## src/rtl/core/ttmc_pkg.sv

```systemverilog
package ttmc_pkg;

    // Field widths of one input beat and one result beat.
    localparam int OP_W     = 2;
    localparam int IDX_W    = 6;
    localparam int WEIGHT_W = 16;
    localparam int MEAN_W   = 32;
    localparam int TENSOR_W = 24;
    localparam int COORD_W  = 32;
    localparam int CINDEX_W = 16;

    // Arithmetic widths: Q4.12 weights, Q.16 products, 48-bit accumulator.
    localparam int ACC_W      = 48;
    localparam int FRAC_SHIFT = 12;
    localparam int PROD1_W    = TENSOR_W + WEIGHT_W;
    localparam int PART_W     = PROD1_W - FRAC_SHIFT;
    localparam int PROD2_W    = PART_W + WEIGHT_W;
    localparam int TERM_W     = PROD2_W - FRAC_SHIFT;

    typedef logic [OP_W-1:0] t_op;

    localparam t_op OP_LOAD_SKULL  = 2'd0;
    localparam t_op OP_LOAD_TISSUE = 2'd1;
    localparam t_op OP_START       = 2'd2;
    localparam t_op OP_TERM        = 2'd3;

    // Control that travels with one tensor term through the datapath.
    typedef struct packed {
        logic final_term;
        logic in_range;
    } t_term_ctl;

endpackage

```

## src/rtl/core/ttmc_if.sv

```systemverilog
interface ttmc_in_if;
    logic                                   valid;
    logic                                   ready;
    logic        [ttmc_pkg::OP_W-1:0]       operation;
    logic        [ttmc_pkg::IDX_W-1:0]      skull_index;
    logic        [ttmc_pkg::IDX_W-1:0]      tissue_index;
    logic signed [ttmc_pkg::WEIGHT_W-1:0]   weight_value;
    logic signed [ttmc_pkg::MEAN_W-1:0]     mean_value;
    logic signed [ttmc_pkg::TENSOR_W-1:0]   tensor_value;
    logic                                   final_term;

    modport source (
        output valid, operation, skull_index, tissue_index, weight_value,
               mean_value, tensor_value, final_term,
        input  ready
    );
    modport sink (
        input  valid, operation, skull_index, tissue_index, weight_value,
               mean_value, tensor_value, final_term,
        output ready
    );
endinterface

interface ttmc_out_if;
    logic                                   valid;
    logic                                   ready;
    logic signed [ttmc_pkg::COORD_W-1:0]    coordinate_value;
    logic        [ttmc_pkg::CINDEX_W-1:0]   coordinate_index;
    logic                                   saturated;

    modport source (
        output valid, coordinate_value, coordinate_index, saturated,
        input  ready
    );
    modport sink (
        input  valid, coordinate_value, coordinate_index, saturated,
        output ready
    );
endinterface

```

## src/rtl/core/ttmc_weight_mem.sv

```systemverilog
module ttmc_weight_mem #(
    parameter int DEPTH = 64,
    parameter int AW    = 6
) (
    input  logic                                 i_clk,
    input  logic                                 i_wr_en,
    input  logic [AW-1:0]                        i_wr_addr,
    input  logic [ttmc_pkg::WEIGHT_W-1:0]        i_wr_data,
    input  logic                                 i_rd_en,
    input  logic [AW-1:0]                        i_rd_addr,
    output logic signed [ttmc_pkg::WEIGHT_W-1:0] o_rd_data
);

    logic [ttmc_pkg::WEIGHT_W-1:0] r_mem [DEPTH];
    logic [ttmc_pkg::WEIGHT_W-1:0] r_rd_data;

    always_ff @(posedge i_clk) begin
        if (i_wr_en) begin
            r_mem[i_wr_addr] <= i_wr_data;
        end
    end

    // Read data holds until the next read, so later stages may use it late.
    always_ff @(posedge i_clk) begin
        if (i_rd_en) begin
            r_rd_data <= r_mem[i_rd_addr];
        end
    end

    assign o_rd_data = $signed(r_rd_data);

endmodule

```

## src/rtl/core/ttmc_term_unit.sv

```systemverilog
module ttmc_term_unit (
    input  logic                                 i_clk,
    input  logic                                 i_rst_n,
    input  logic                                 i_start,
    input  ttmc_pkg::t_term_ctl                  i_ctl,
    input  logic signed [ttmc_pkg::TENSOR_W-1:0] i_tensor_value,
    input  logic signed [ttmc_pkg::WEIGHT_W-1:0] i_skull_weight,
    input  logic signed [ttmc_pkg::WEIGHT_W-1:0] i_tissue_weight,
    input  logic                                 i_take,
    output logic                                 o_valid,
    output ttmc_pkg::t_term_ctl                  o_ctl,
    output logic signed [ttmc_pkg::TERM_W-1:0]   o_term
);

    logic                                   r_s1_valid;
    ttmc_pkg::t_term_ctl                    r_s1_ctl;
    logic signed [ttmc_pkg::TENSOR_W-1:0]   r_s1_tensor;
    logic                                   r_s2_valid;
    ttmc_pkg::t_term_ctl                    r_s2_ctl;
    logic signed [ttmc_pkg::PART_W-1:0]     r_s2_part;
    logic                                   r_s3_valid;
    ttmc_pkg::t_term_ctl                    r_s3_ctl;
    logic signed [ttmc_pkg::TERM_W-1:0]     r_s3_term;

    logic signed [ttmc_pkg::PROD1_W-1:0]    w_prod1;
    logic signed [ttmc_pkg::PROD2_W-1:0]    w_prod2;
    logic signed [ttmc_pkg::TERM_W-1:0]     n_term;

    // Dropping the low twelve bits of a signed product is a floor division.
    assign w_prod1 = r_s1_tensor * i_skull_weight;
    assign w_prod2 = r_s2_part * i_tissue_weight;

    always_comb begin
        if (r_s2_ctl.in_range) begin
            n_term = w_prod2[ttmc_pkg::PROD2_W-1:ttmc_pkg::FRAC_SHIFT];
        end else begin
            n_term = '0;
        end
    end

    always_ff @(posedge i_clk) begin
        if (!i_rst_n) begin
            r_s1_valid <= 1'b0;
            r_s2_valid <= 1'b0;
            r_s3_valid <= 1'b0;
        end else begin
            r_s1_valid <= i_start;
            r_s2_valid <= r_s1_valid;
            if (r_s2_valid) begin
                r_s3_valid <= 1'b1;
            end else if (i_take) begin
                r_s3_valid <= 1'b0;
            end
        end
    end

    always_ff @(posedge i_clk) begin
        if (i_start) begin
            r_s1_ctl    <= i_ctl;
            r_s1_tensor <= i_tensor_value;
        end
        if (r_s1_valid) begin
            r_s2_ctl  <= r_s1_ctl;
            r_s2_part <= w_prod1[ttmc_pkg::PROD1_W-1:ttmc_pkg::FRAC_SHIFT];
        end
        if (r_s2_valid) begin
            r_s3_ctl  <= r_s2_ctl;
            r_s3_term <= n_term;
        end
    end

    assign o_valid = r_s3_valid;
    assign o_ctl   = r_s3_ctl;
    assign o_term  = r_s3_term;

endmodule

```

## src/rtl/core/ttmc_accum.sv

```systemverilog
module ttmc_accum #(
    parameter int COORDINATES = 65536
) (
    input  logic                                 i_clk,
    input  logic                                 i_rst_n,
    input  logic                                 i_load_mean,
    input  logic signed [ttmc_pkg::MEAN_W-1:0]   i_mean_value,
    input  logic                                 i_term_valid,
    input  ttmc_pkg::t_term_ctl                  i_term_ctl,
    input  logic signed [ttmc_pkg::TERM_W-1:0]   i_term,
    input  logic                                 i_out_ready,
    output logic                                 o_take,
    output logic                                 o_out_valid,
    output logic signed [ttmc_pkg::COORD_W-1:0]  o_coordinate_value,
    output logic [ttmc_pkg::CINDEX_W-1:0]        o_coordinate_index,
    output logic                                 o_saturated
);

    localparam int ACC_W  = ttmc_pkg::ACC_W;
    localparam int TERM_W = ttmc_pkg::TERM_W;
    localparam int MEAN_W = ttmc_pkg::MEAN_W;
    localparam int OUT_W  = ttmc_pkg::COORD_W;
    localparam int CNT_W  = ttmc_pkg::CINDEX_W;

    logic [ACC_W-1:0]             r_acc;
    logic [CNT_W-1:0]             r_count;
    logic                         r_out_valid;
    logic signed [OUT_W-1:0]      r_out_value;
    logic [CNT_W-1:0]             r_out_index;
    logic                         r_out_sat;

    logic [ACC_W-1:0]             w_sum;
    logic [ACC_W-OUT_W:0]         w_hi;
    logic                         w_pos_ovf;
    logic                         w_neg_ovf;
    logic signed [OUT_W-1:0]      w_clipped;
    logic                         w_out_free;
    logic                         w_emit;
    logic [CNT_W:0]               w_next;
    logic [CNT_W-1:0]             n_count;

    assign w_sum = r_acc + {{(ACC_W-TERM_W){i_term[TERM_W-1]}}, i_term};

    // The sum fits in Q16.16 when its top bits are all copies of the sign.
    assign w_hi      = w_sum[ACC_W-1:OUT_W-1];
    assign w_pos_ovf = !w_sum[ACC_W-1] && (|w_hi);
    assign w_neg_ovf = w_sum[ACC_W-1] && !(&w_hi);

    always_comb begin
        if (w_pos_ovf) begin
            w_clipped = {1'b0, {(OUT_W-1){1'b1}}};
        end else if (w_neg_ovf) begin
            w_clipped = {1'b1, {(OUT_W-1){1'b0}}};
        end else begin
            w_clipped = $signed(w_sum[OUT_W-1:0]);
        end
    end

    assign w_out_free = !r_out_valid || i_out_ready;
    assign o_take     = i_term_valid && (!i_term_ctl.final_term || w_out_free);
    assign w_emit     = o_take && i_term_ctl.final_term;

    assign w_next = {1'b0, r_count} + {{CNT_W{1'b0}}, 1'b1};

    always_comb begin
        if (w_next[CNT_W] || (32'(w_next) >= COORDINATES)) begin
            n_count = '0;
        end else begin
            n_count = w_next[CNT_W-1:0];
        end
    end

    always_ff @(posedge i_clk) begin
        if (!i_rst_n) begin
            r_acc       <= '0;
            r_count     <= '0;
            r_out_valid <= 1'b0;
        end else begin
            if (i_load_mean) begin
                r_acc <= {{(ACC_W-MEAN_W){i_mean_value[MEAN_W-1]}}, i_mean_value};
            end else if (w_emit) begin
                r_acc <= '0;
            end else if (o_take) begin
                r_acc <= w_sum;
            end
            if (w_emit) begin
                r_count     <= n_count;
                r_out_valid <= 1'b1;
            end else if (i_out_ready) begin
                r_out_valid <= 1'b0;
            end
        end
    end

    always_ff @(posedge i_clk) begin
        if (w_emit) begin
            r_out_value <= w_clipped;
            r_out_index <= r_count;
            r_out_sat   <= w_pos_ovf || w_neg_ovf;
        end
    end

    assign o_out_valid        = r_out_valid;
    assign o_coordinate_value = r_out_value;
    assign o_coordinate_index = r_out_index;
    assign o_saturated        = r_out_sat;

endmodule

```

## src/rtl/core/tensor_two_mode_contraction.sv

```systemverilog
// A final tensor term reaches the output through the weight read, the two registered
// multiplies and the add; it waits further while the previous result is still held on
// the output. Weight loads and coordinate starts take one beat per cycle while no tensor
// term is in flight, and a tensor term holds off all other beats until it is accumulated.
// Reset (synchronous, active low) clears the accumulator, the coordinate counter and all
// control; the weight memories keep their contents and must be loaded before use.
module tensor_two_mode_contraction #(
    parameter int SKULL_WEIGHTS  = 64,
    parameter int TISSUE_WEIGHTS = 64,
    parameter int COORDINATES    = 65536
) (
    input  logic      i_clk,
    input  logic      i_rst_n,
    ttmc_in_if.sink   i_in,
    ttmc_out_if.source o_out
);

    // Address widths of the two weight memories; a depth of one still gets one bit.
    localparam int SW_AW = (SKULL_WEIGHTS > 1) ? $clog2(SKULL_WEIGHTS) : 1;
    localparam int TW_AW = (TISSUE_WEIGHTS > 1) ? $clog2(TISSUE_WEIGHTS) : 1;

    // The sequencer has two states: taking beats, or waiting for one tensor
    // term to pass through the datapath and into the accumulator.
    localparam logic ST_IDLE = 1'b0;
    localparam logic ST_BUSY = 1'b1;

    logic                                  r_state;
    logic                                  n_state;

    logic                                  w_accept;
    logic                                  w_skull_ok;
    logic                                  w_tissue_ok;
    logic                                  w_term_start;
    ttmc_pkg::t_term_ctl                   w_in_ctl;
    logic [SW_AW-1:0]                      w_skull_addr;
    logic [TW_AW-1:0]                      w_tissue_addr;

    logic signed [ttmc_pkg::WEIGHT_W-1:0]  w_skull_weight;
    logic signed [ttmc_pkg::WEIGHT_W-1:0]  w_tissue_weight;

    logic                                  w_term_valid;
    ttmc_pkg::t_term_ctl                   w_term_ctl;
    logic signed [ttmc_pkg::TERM_W-1:0]    w_term;
    logic                                  w_take;

    assign i_in.ready = (r_state == ST_IDLE);
    assign w_accept   = i_in.valid && i_in.ready;

    // Indices beyond a weight vector are dropped on load and give a zero term.
    assign w_skull_ok  = 32'(i_in.skull_index) < SKULL_WEIGHTS;
    assign w_tissue_ok = 32'(i_in.tissue_index) < TISSUE_WEIGHTS;

    assign w_skull_addr  = SW_AW'(i_in.skull_index);
    assign w_tissue_addr = TW_AW'(i_in.tissue_index);

    assign w_term_start = w_accept && (i_in.operation == ttmc_pkg::OP_TERM);

    assign w_in_ctl.final_term = i_in.final_term;
    assign w_in_ctl.in_range   = w_skull_ok && w_tissue_ok;

    // Only one term is in flight, and no load is taken until it has been
    // accumulated, so a read never meets a write to the same entry and the
    // memories need no forwarding.
    always_comb begin
        n_state = r_state;
        case (r_state)
            ST_IDLE: begin
                if (w_term_start) begin
                    n_state = ST_BUSY;
                end
            end
            ST_BUSY: begin
                if (w_take) begin
                    n_state = ST_IDLE;
                end
            end
            default: begin
                n_state = ST_IDLE;
            end
        endcase
    end

    always_ff @(posedge i_clk) begin
        if (!i_rst_n) begin
            r_state <= ST_IDLE;
        end else begin
            r_state <= n_state;
        end
    end

    // Skull weights, indexed by j. Written by load beats, read by term beats.
    ttmc_weight_mem #(
        .DEPTH (SKULL_WEIGHTS),
        .AW    (SW_AW)
    ) u_skull_mem (
        .i_clk     (i_clk),
        .i_wr_en   (w_accept && (i_in.operation == ttmc_pkg::OP_LOAD_SKULL) && w_skull_ok),
        .i_wr_addr (w_skull_addr),
        .i_wr_data (i_in.weight_value),
        .i_rd_en   (w_term_start),
        .i_rd_addr (w_skull_addr),
        .o_rd_data (w_skull_weight)
    );

    // Soft-tissue weights, indexed by k.
    ttmc_weight_mem #(
        .DEPTH (TISSUE_WEIGHTS),
        .AW    (TW_AW)
    ) u_tissue_mem (
        .i_clk     (i_clk),
        .i_wr_en   (w_accept && (i_in.operation == ttmc_pkg::OP_LOAD_TISSUE) && w_tissue_ok),
        .i_wr_addr (w_tissue_addr),
        .i_wr_data (i_in.weight_value),
        .i_rd_en   (w_term_start),
        .i_rd_addr (w_tissue_addr),
        .o_rd_data (w_tissue_weight)
    );

    // T times the skull weight, floored to Q.16, then times the tissue weight,
    // floored again; each multiply has its own register stage.
    ttmc_term_unit u_term (
        .i_clk           (i_clk),
        .i_rst_n         (i_rst_n),
        .i_start         (w_term_start),
        .i_ctl           (w_in_ctl),
        .i_tensor_value  (i_in.tensor_value),
        .i_skull_weight  (w_skull_weight),
        .i_tissue_weight (w_tissue_weight),
        .i_take          (w_take),
        .o_valid         (w_term_valid),
        .o_ctl           (w_term_ctl),
        .o_term          (w_term)
    );

    // The 48-bit accumulator wraps; a final term clips the sum to Q16.16,
    // loads the output register with the running coordinate number and
    // clears the accumulator. A start beat loads the mean directly.
    ttmc_accum #(
        .COORDINATES (COORDINATES)
    ) u_accum (
        .i_clk              (i_clk),
        .i_rst_n            (i_rst_n),
        .i_load_mean        (w_accept && (i_in.operation == ttmc_pkg::OP_START)),
        .i_mean_value       (i_in.mean_value),
        .i_term_valid       (w_term_valid),
        .i_term_ctl         (w_term_ctl),
        .i_term             (w_term),
        .i_out_ready        (o_out.ready),
        .o_take             (w_take),
        .o_out_valid        (o_out.valid),
        .o_coordinate_value (o_out.coordinate_value),
        .o_coordinate_index (o_out.coordinate_index),
        .o_saturated        (o_out.saturated)
    );

endmodule

```

## src/flat_wrapper.sv

```systemverilog
// flat-port wrapper written by rule: the top's interface ports become plain ports
module tensor_two_mode_contraction_flat 
#(
    parameter int SKULL_WEIGHTS  = 64,
    parameter int TISSUE_WEIGHTS = 64,
    parameter int COORDINATES    = 65536
)
  (i_clk, i_rst_n, i_in_valid, i_in_operation, i_in_skull_index, i_in_tissue_index, i_in_weight_value, i_in_mean_value, i_in_tensor_value, i_in_final_term, i_in_ready, o_out_valid, o_out_coordinate_value, o_out_coordinate_index, o_out_saturated, o_out_ready);
  ttmc_in_if i_in_i ();
  ttmc_out_if o_out_i ();
  input  logic i_clk;
  input  logic i_rst_n;
  input wire logic [$bits(i_in_i.valid)-1:0] i_in_valid;
  input wire logic [$bits(i_in_i.operation)-1:0] i_in_operation;
  input wire logic [$bits(i_in_i.skull_index)-1:0] i_in_skull_index;
  input wire logic [$bits(i_in_i.tissue_index)-1:0] i_in_tissue_index;
  input wire logic [$bits(i_in_i.weight_value)-1:0] i_in_weight_value;
  input wire logic [$bits(i_in_i.mean_value)-1:0] i_in_mean_value;
  input wire logic [$bits(i_in_i.tensor_value)-1:0] i_in_tensor_value;
  input wire logic [$bits(i_in_i.final_term)-1:0] i_in_final_term;
  output wire logic [$bits(i_in_i.ready)-1:0] i_in_ready;
  output wire logic [$bits(o_out_i.valid)-1:0] o_out_valid;
  output wire logic [$bits(o_out_i.coordinate_value)-1:0] o_out_coordinate_value;
  output wire logic [$bits(o_out_i.coordinate_index)-1:0] o_out_coordinate_index;
  output wire logic [$bits(o_out_i.saturated)-1:0] o_out_saturated;
  input wire logic [$bits(o_out_i.ready)-1:0] o_out_ready;
  assign i_in_i.valid = i_in_valid;
  assign i_in_i.operation = i_in_operation;
  assign i_in_i.skull_index = i_in_skull_index;
  assign i_in_i.tissue_index = i_in_tissue_index;
  assign i_in_i.weight_value = i_in_weight_value;
  assign i_in_i.mean_value = i_in_mean_value;
  assign i_in_i.tensor_value = i_in_tensor_value;
  assign i_in_i.final_term = i_in_final_term;
  assign i_in_ready = i_in_i.ready;
  assign o_out_valid = o_out_i.valid;
  assign o_out_coordinate_value = o_out_i.coordinate_value;
  assign o_out_coordinate_index = o_out_i.coordinate_index;
  assign o_out_saturated = o_out_i.saturated;
  assign o_out_i.ready = o_out_ready;
  tensor_two_mode_contraction #(.SKULL_WEIGHTS(SKULL_WEIGHTS), .TISSUE_WEIGHTS(TISSUE_WEIGHTS), .COORDINATES(COORDINATES)) u_core (.i_clk(i_clk), .i_rst_n(i_rst_n), .i_in(i_in_i), .o_out(o_out_i));
endmodule
```

## config.mk

```make
export PLATFORM = sky130hd
export DESIGN_NAME = tensor_two_mode_contraction_flat
export DESIGN_NICKNAME = d
export VERILOG_FILES = /design/src/rtl/core/ttmc_pkg.sv /design/src/rtl/core/ttmc_if.sv /design/src/rtl/core/ttmc_weight_mem.sv /design/src/rtl/core/ttmc_term_unit.sv /design/src/rtl/core/ttmc_accum.sv /design/src/rtl/core/tensor_two_mode_contraction.sv /design/src/flat_wrapper.sv
export SDC_FILE = /design/constraint.sdc
export NUM_CORES = 2
export LEC_CHECK = 0
export ABC_AREA = 1
export BUFFER_PORTS_ARGS = -buffer_cell sky130_fd_sc_hd__buf_2
export CELL_PAD_IN_SITES_DETAIL_PLACEMENT = 1
export CELL_PAD_IN_SITES_GLOBAL_PLACEMENT = 1
export CORE_MARGIN = 2
export CORE_UTILIZATION = 40
export DETAILED_ROUTE_END_ITERATION = 7
export PLACE_DENSITY_LB_ADDON = 0.1
export SLEW_MARGIN = 20
export SYNTH_ARGS = -nofsm -noshare
export SYNTH_HDL_FRONTEND = slang
export SYNTH_SLANG_ARGS = --single-unit
```

## constraint.sdc

```tcl
create_clock -name i_clk -period 7.16 [get_ports i_clk]
set_input_delay 0.358 -clock i_clk [delete_from_list [all_inputs] [get_ports i_clk]]
set_output_delay 0.358 -clock i_clk [all_outputs]
set_load 0.1 [all_outputs]
```

* Word-level counts from Yosys, hierarchy flattened
Memories as Yosys holds them, arrays and structs flattened. A register that Yosys moved wholly into a read port is not among the register bits. Cells that the tools add are included. W data, S select, Z words.
Storage, ports and cells: bits in registers 205, memory bits (writable) 2048, input port bits 91, output and inout bits 51, word-level logic and storage cells 66, memories kept 2
Cells by class: add/subtract/negate cells 2, $mul 2, magnitude comparators 1, eq/ne operators 3, mux-type cells 16, bitwise gates (word level) 1, reduce and logical (&&, ||, !) cells 23
Memories:
- u_core.u_skull_mem.r_mem | depth 64, bits a word 16, read ports 1, clocked after memory_dff 1, wr ports 1, RTL line ttmc_weight_mem.sv:14 | logic [ttmc_pkg::WEIGHT_W-1:0] r_mem [DEPTH];
- u_core.u_tissue_mem.r_mem | depth 64, bits a word 16, read ports 1, clocked after memory_dff 1, wr ports 1, RTL line ttmc_weight_mem.sv:14
Operators with widths (number):
- $mux W48 | 3
- $add A48 B48 Y48 | 1
- $mul A28 B16 Y44 | 1
- $mul A24 B16 Y40 | 1
- $mux W32 | 1
- $add A16 B1 Y17 const B | 1
- $ge A17 B17 Y1 const B | 1
- $reduce_and A17 Y1 | 1
- $reduce_or A17 Y1 | 1
- $mux W16 | 1
- $mux W1 | 10
- $logic_and A1 B1 Y1 | 9
- $eq A2 B2 Y1 const B | 2
- $logic_not A1 Y1 | 4
- $logic_or A1 B1 Y1 | 4
- $reduce_bool A2 Y1 | 2
- $reduce_bool A3 Y1 | 1
- $eq A2 B1 Y1 const B | 1
- $logic_not A2 Y1 | 1
- $pmux W1 S2 | 1
- $not A1 Y1 | 1

* Longest topological paths before layout
depth in word-level cells 7, depth in mapped cells 31, mapped depth without buffers 29

* Modules after synthesis
Synthesis repeated with hierarchy kept, for this count alone.
Second synthesis, totals: cells, all modules 12733, area, all modules 127471.0 um2
Modules (own cells, without submodules):
- ttmc_weight_mem | instances 2, cells an instance 3517, area each 42259.3 um2, sequential area each 31230.0 um2
- ttmc_term_unit | instances 1, cells an instance 4343, area each 34292.9 um2, sequential area each 2762.6 um2
- ttmc_accum | instances 1, cells an instance 1337, area each 8562.0 um2, sequential area each 2772.7 um2
- tensor_two_mode_contraction | instances 1, cells an instance 19, area each 97.6 um2, sequential area each 20.0 um2

* Worst setup path before layout
Ideal clock, no wire load.
kind register to register, start point reg u_core.u_tissue_mem.r_rd_data (netlist bit u_core.u_tissue_mem.o_rd_data[7]), read port of u_core.u_tissue_mem.r_mem, end point reg u_core.u_term.r_s3_term (netlist bit u_core.u_term.o_term[28]) (data pin), setup time 0.262 ns, arrival 5.548 ns, path slack 1.351 ns, cell stages (with the launch flop) 25, path buffers 2, period minus slack after synthesis 5.809 ns, path through edfxtp_1 clkbuf_1 buf_1 nand2_1 fa_1 inv_1 fa_1 inv_1 fa_1 inv_1 fa_1 fa_1 inv_1 fa_1 inv_1 ha_1 nand2_1 nor2_1 inv_1 nor3_1 a21oi_1 o21ai_1 nand3_1 o21ai_1 xor2_1
Between the ends: cells in the longest elaborated chain, start to end 1
RTL lines:
- start, declared | RTL line ttmc_weight_mem.sv:15 | logic [ttmc_pkg::WEIGHT_W-1:0] r_rd_data;
- $mul A28 B16 Y44 | RTL line ttmc_term_unit.sv:31 | assign w_prod2 = r_s2_part * i_tissue_weight;
- named net u_core.u_term.w_prod2 (one bit) | RTL line ttmc_term_unit.sv:26 | logic signed [ttmc_pkg::PROD2_W-1:0] w_prod2;
- end signal, assigned | RTL line ttmc_term_unit.sv:68 | r_s3_term <= n_term;
- end, declared | RTL line ttmc_term_unit.sv:23 | logic signed [ttmc_pkg::TERM_W-1:0] r_s3_term;
The timed path passes the listed nets, and every way through them passes these cells. A chain may end at the register's enable or synchronous reset.

* Final worst setup path
start point reg u_core.u_term.r_s2_part[17] (netlist bit), end point reg u_core.u_term.r_s3_term (netlist bit u_core.u_term.o_term[28]) (data pin)
Between the ends: cells in the longest elaborated chain, start to end 1
RTL lines:
- start, declared | RTL line ttmc_term_unit.sv:20 | logic signed [ttmc_pkg::PART_W-1:0] r_s2_part;
- start signal, assigned | RTL line ttmc_term_unit.sv:64 | r_s2_part <= w_prod1[ttmc_pkg::PROD1_W-1:ttmc_pkg::FRAC_SHIFT];
- $mul A28 B16 Y44 | RTL line ttmc_term_unit.sv:31
- named net u_core.u_term.w_prod2 (one bit) | RTL line ttmc_term_unit.sv:26
The timed path passes the listed nets, and every way through them passes these cells.

==> results_dict.tcl <==
set metrics [dict create \
    status "complete, but fails checks" \
    violations "design-rule violations" \
    pre_cts_ws_ns 0.309 \
    pin_count 142 \
    synth_fp_nets 11200 \
    finalHoldViolCount 0 \
    die_w_um 547 \
    crit_arrival_ns 7.37 \
    drtIter0Drc 5844 \
    wl_mm 379 \
    gp_congestion 0.853 \
    slew_violations 0 \
    clock-sinks 2285 \
    synthArstFlopShare_pct 0 \
    insertion_delay_ns 0.91 \
    grt_max_degree 128 \
    tns_ns 0 \
    min_path_cells 1 \
    worst_pin_slew_ns 1.23 \
    yosysWarnings 0 \
    use_met1_pct 34.2 \
    first_pass_iters 8 \
    numCtsBuffers 265 \
    relSlewSlack_pct 17.5 \
    syn_avg_cell_area_sq_um 11.7 \
    worstReg2RegEnd "u_core.u_term.o_term[28]" \
    grt-ovfl-total 0 \
    r2r_cells 20 \
    tritoncts "yes" \
    synthFlopType "edfxtp_1" \
    drive_gt1_share_pct 8.85 \
    track_usage_pct 25.3 \
    vias 78100 \
    design_area_sq_mm 0.134 \
    htree_levels 5 \
    cts_buffer_depth 4 \
    drv_cap 0 \
    crit_type "reg2reg" \
    setup_viol 0 \
    die_area_sq_mm 0.300 \
    ant_nets 0 \
    synth_seq_cells 2285 \
    grt_pass1_vias 85000 \
    fmax_mhz 148 \
    areaGrowthSynthToFinish_pct 13.2 \
    fill_cells 30900 \
    grt_setup_unrepaired "false" \
    grt_pass1_wl_mm 566 \
    rows 199 \
    core-area_sq_mm 0.294 \
    grt_use_met2_pct 43.3 \
    ys_types 59 \
    dpl_cell_area_sq_mm 0.124 \
    path_max_fanout 16 \
    hpwl_mm 249 \
    skew_ns 0.0910 \
    path_clk_slew_ns 0.07 \
    r2r_slack_ns 0.40 \
    antenna_found_initial 11 \
    start_util_pct 40.2 \
    routed_via_density 5.38 \
    top_usage_layer "met2" \
    synth_enable_flop_cells 2216 \
    post-route-min-period_ns 6.76 \
    min_period_over_period_pct 94.5 \
    netlist_instances 10100 \
    min-delay-start "i_in_weight_value[3]" \
    die_y_um 547 \
    end_kind "flip-flop" \
    hold-path-endpoint "u_core.u_skull_mem.r_mem[30][3]" \
    startpoint_type "flip-flop" \
    final_cells 14500 \
    post-place-cells 14000 \
    worst_slack_ns 0.396 \
    port_buffers 141 \
    use_met3_pct 2.42 \
    yosysSeqAreaShare_pct 57.5 \
    rr_startpoint "u_core.u_term.r_s2_part[17]" \
    synthesis.area_sq_mm 0.118 \
    worstPathRequired_ns 7.76 \
    clock-root-buffer "clkbuf_16" \
    holdCritPathClass "in2reg" \
    nNetsFinal 11500 \
    wl_per_cell_um 26.1 \
    drc 50 \
]
[critical path, stage by stage, from the launching register on]
cell,delay (ns)
edfxtp_1,0.91
nand2_1,0.17
fa_1,0.57
fa_1,0.53
fa_1,0.45
fa_1,0.50
inv_1,0.06
fa_1,0.54
inv_1,0.06
fa_1,0.57
inv_1,0.07
ha_1,0.38
nand2_1,0.14
nor2_1,0.19
inv_1,0.08
nor3_1,0.30
a21oi_1,0.16
o21ai_1,0.32
nand3_1,0.19
o21ai_1,0.19
xor2_1,0.08
[flip-flops by register name (all words and copies together), names as in the netlist, 16 cells and up]
name	flops
u_core.u_term.r_s2_part	28
u_core.u_accum.o_coordinate_value	32
u_core.u_accum.r_acc	48
u_core.u_skull_mem.o_rd_data	16
u_core.u_tissue_mem.r_mem	1024
u_core.u_term.o_term	32
u_core.u_accum.o_coordinate_index	16
u_core.u_term.r_s1_tensor	24
u_core.u_accum.r_count	16
u_core.u_skull_mem.r_mem	1024
u_core.u_tissue_mem.o_rd_data	16
[Yosys cell counts (all sizes together), types with 4 or more instances]
cell type     n  area share (%)
a211oi        6           0.038
a21o          5           0.032
a21oi       184            0.78
a221oi      231             1.7
a22o        104            0.77
a22oi       317             2.0
a31oi        45            0.24
and2          4           0.023
and3          5           0.026
buf         110            0.44
clkbuf      321             1.0
clkinv        7           0.022
dfxtp        69             1.2
edfxtp     2216              56
fa          803              14
ha          246             2.6
inv        1659             5.3
nand2      2537             8.1
nand3       129            0.57
nand3b        7           0.044
nand4       291             1.6
nor2        388             1.3
nor3         61            0.28
nor3b         4           0.025
nor4          6           0.032
o21a         15           0.095
o21ai       126            0.54
o21bai        9           0.057
o2bb2ai      26            0.19
o31ai         5           0.032
or2          32            0.17
xnor2        38            0.29
xor2         66            0.49
[placed cells by master, fill, tap and decap left out, drive strengths merged, types with 66 or more instances in the layout]
cell type	synthesis	layout
clkinv	7	120
dfxtp	69	69
nand3	129	129
a21oi	184	184
fa	803	803
o21ai	126	126
a22o	104	104
nor2	388	388
buf	110	408
xor2	66	66
ha	246	246
nand2	2537	2537
nand4	291	291
inv	1659	1669
clkbuf	321	320
edfxtp	2216	2216
a22oi	317	317
a221oi	231	231
[routing by layer]
layer	part of all wire, %	wire length, um
met1	43	165000
met4	2.9	11100
met3	4.4	16800
met2	49	187000
met5	0.0076	29
[worst max-delay path by stage]
| stage | from | end | slack, ns | cells after the start |
|---|---|---|---|---|
| final | u_core.u_term.r_s2_part[17] | u_core.u_term.o_term[28] | 0.40 | 20 |
| after CTS | u_core.u_term.r_s2_part[16] | u_core.u_term.o_term[20] | 0.30 | 20 |
| after floorplan | u_core.u_tissue_mem.o_rd_data[7] | u_core.u_term.o_term[28] | 1.35 | 24 |
| after global routing | u_core.u_term.r_s2_part[17] | u_core.u_term.o_term[28] | 0.004 | 20 |
| after detailed placement | u_core.u_tissue_mem.o_rd_data[7] | u_core.u_term.o_term[29] | 0.31 | 21 |
| after global placement | u_core.u_tissue_mem.o_rd_data[7] | u_core.u_term.o_term[29] | 0.38 | 21 |
[through the flow]
step	hold WS, ns	utilization (%)
after floorplan	0.400	-
after global placement	0.411	42.3
after detailed placement	0.407	42.3
after CTS	0.00282	45.5
after global routing	0.0468	45.5
final	0.0216	45.5
[timing repair]
item,CTS,global route
endpoints found under the setup margin,0,1
gates resized for setup,0,0
buffers inserted,0,2
hold buffers,63,0
endpoints found under the hold margin,222,0
[final cells by class]
class	instances	area, sq um	share of cell area, %
Tap cell	3919	4900	3.67
Multi-Input combinational cell	5701	42400	31.7
Timing Repair Buffer	471	3480	2.60
Inverter	1666	6290	4.70
Clock buffer	320	7060	5.28
Antenna cell	8	20.0	0.0150
Clock inverter	160	1620	1.21
Sequential cell	2285	67900	50.8
[logic make-up after synthesis]
logic type	Yosys count	share of synthesized area, %
xor+xnor	104	0.777
simple gates	3464	12.2
flops	2285	57.5
buf+inv	2097	6.75
compound gates	1084	6.58
fa+ha+maj	1049	16.2
Power is not shown: default switching activity piles up to over one toggle a cycle in this logic, so the estimate is an artifact.
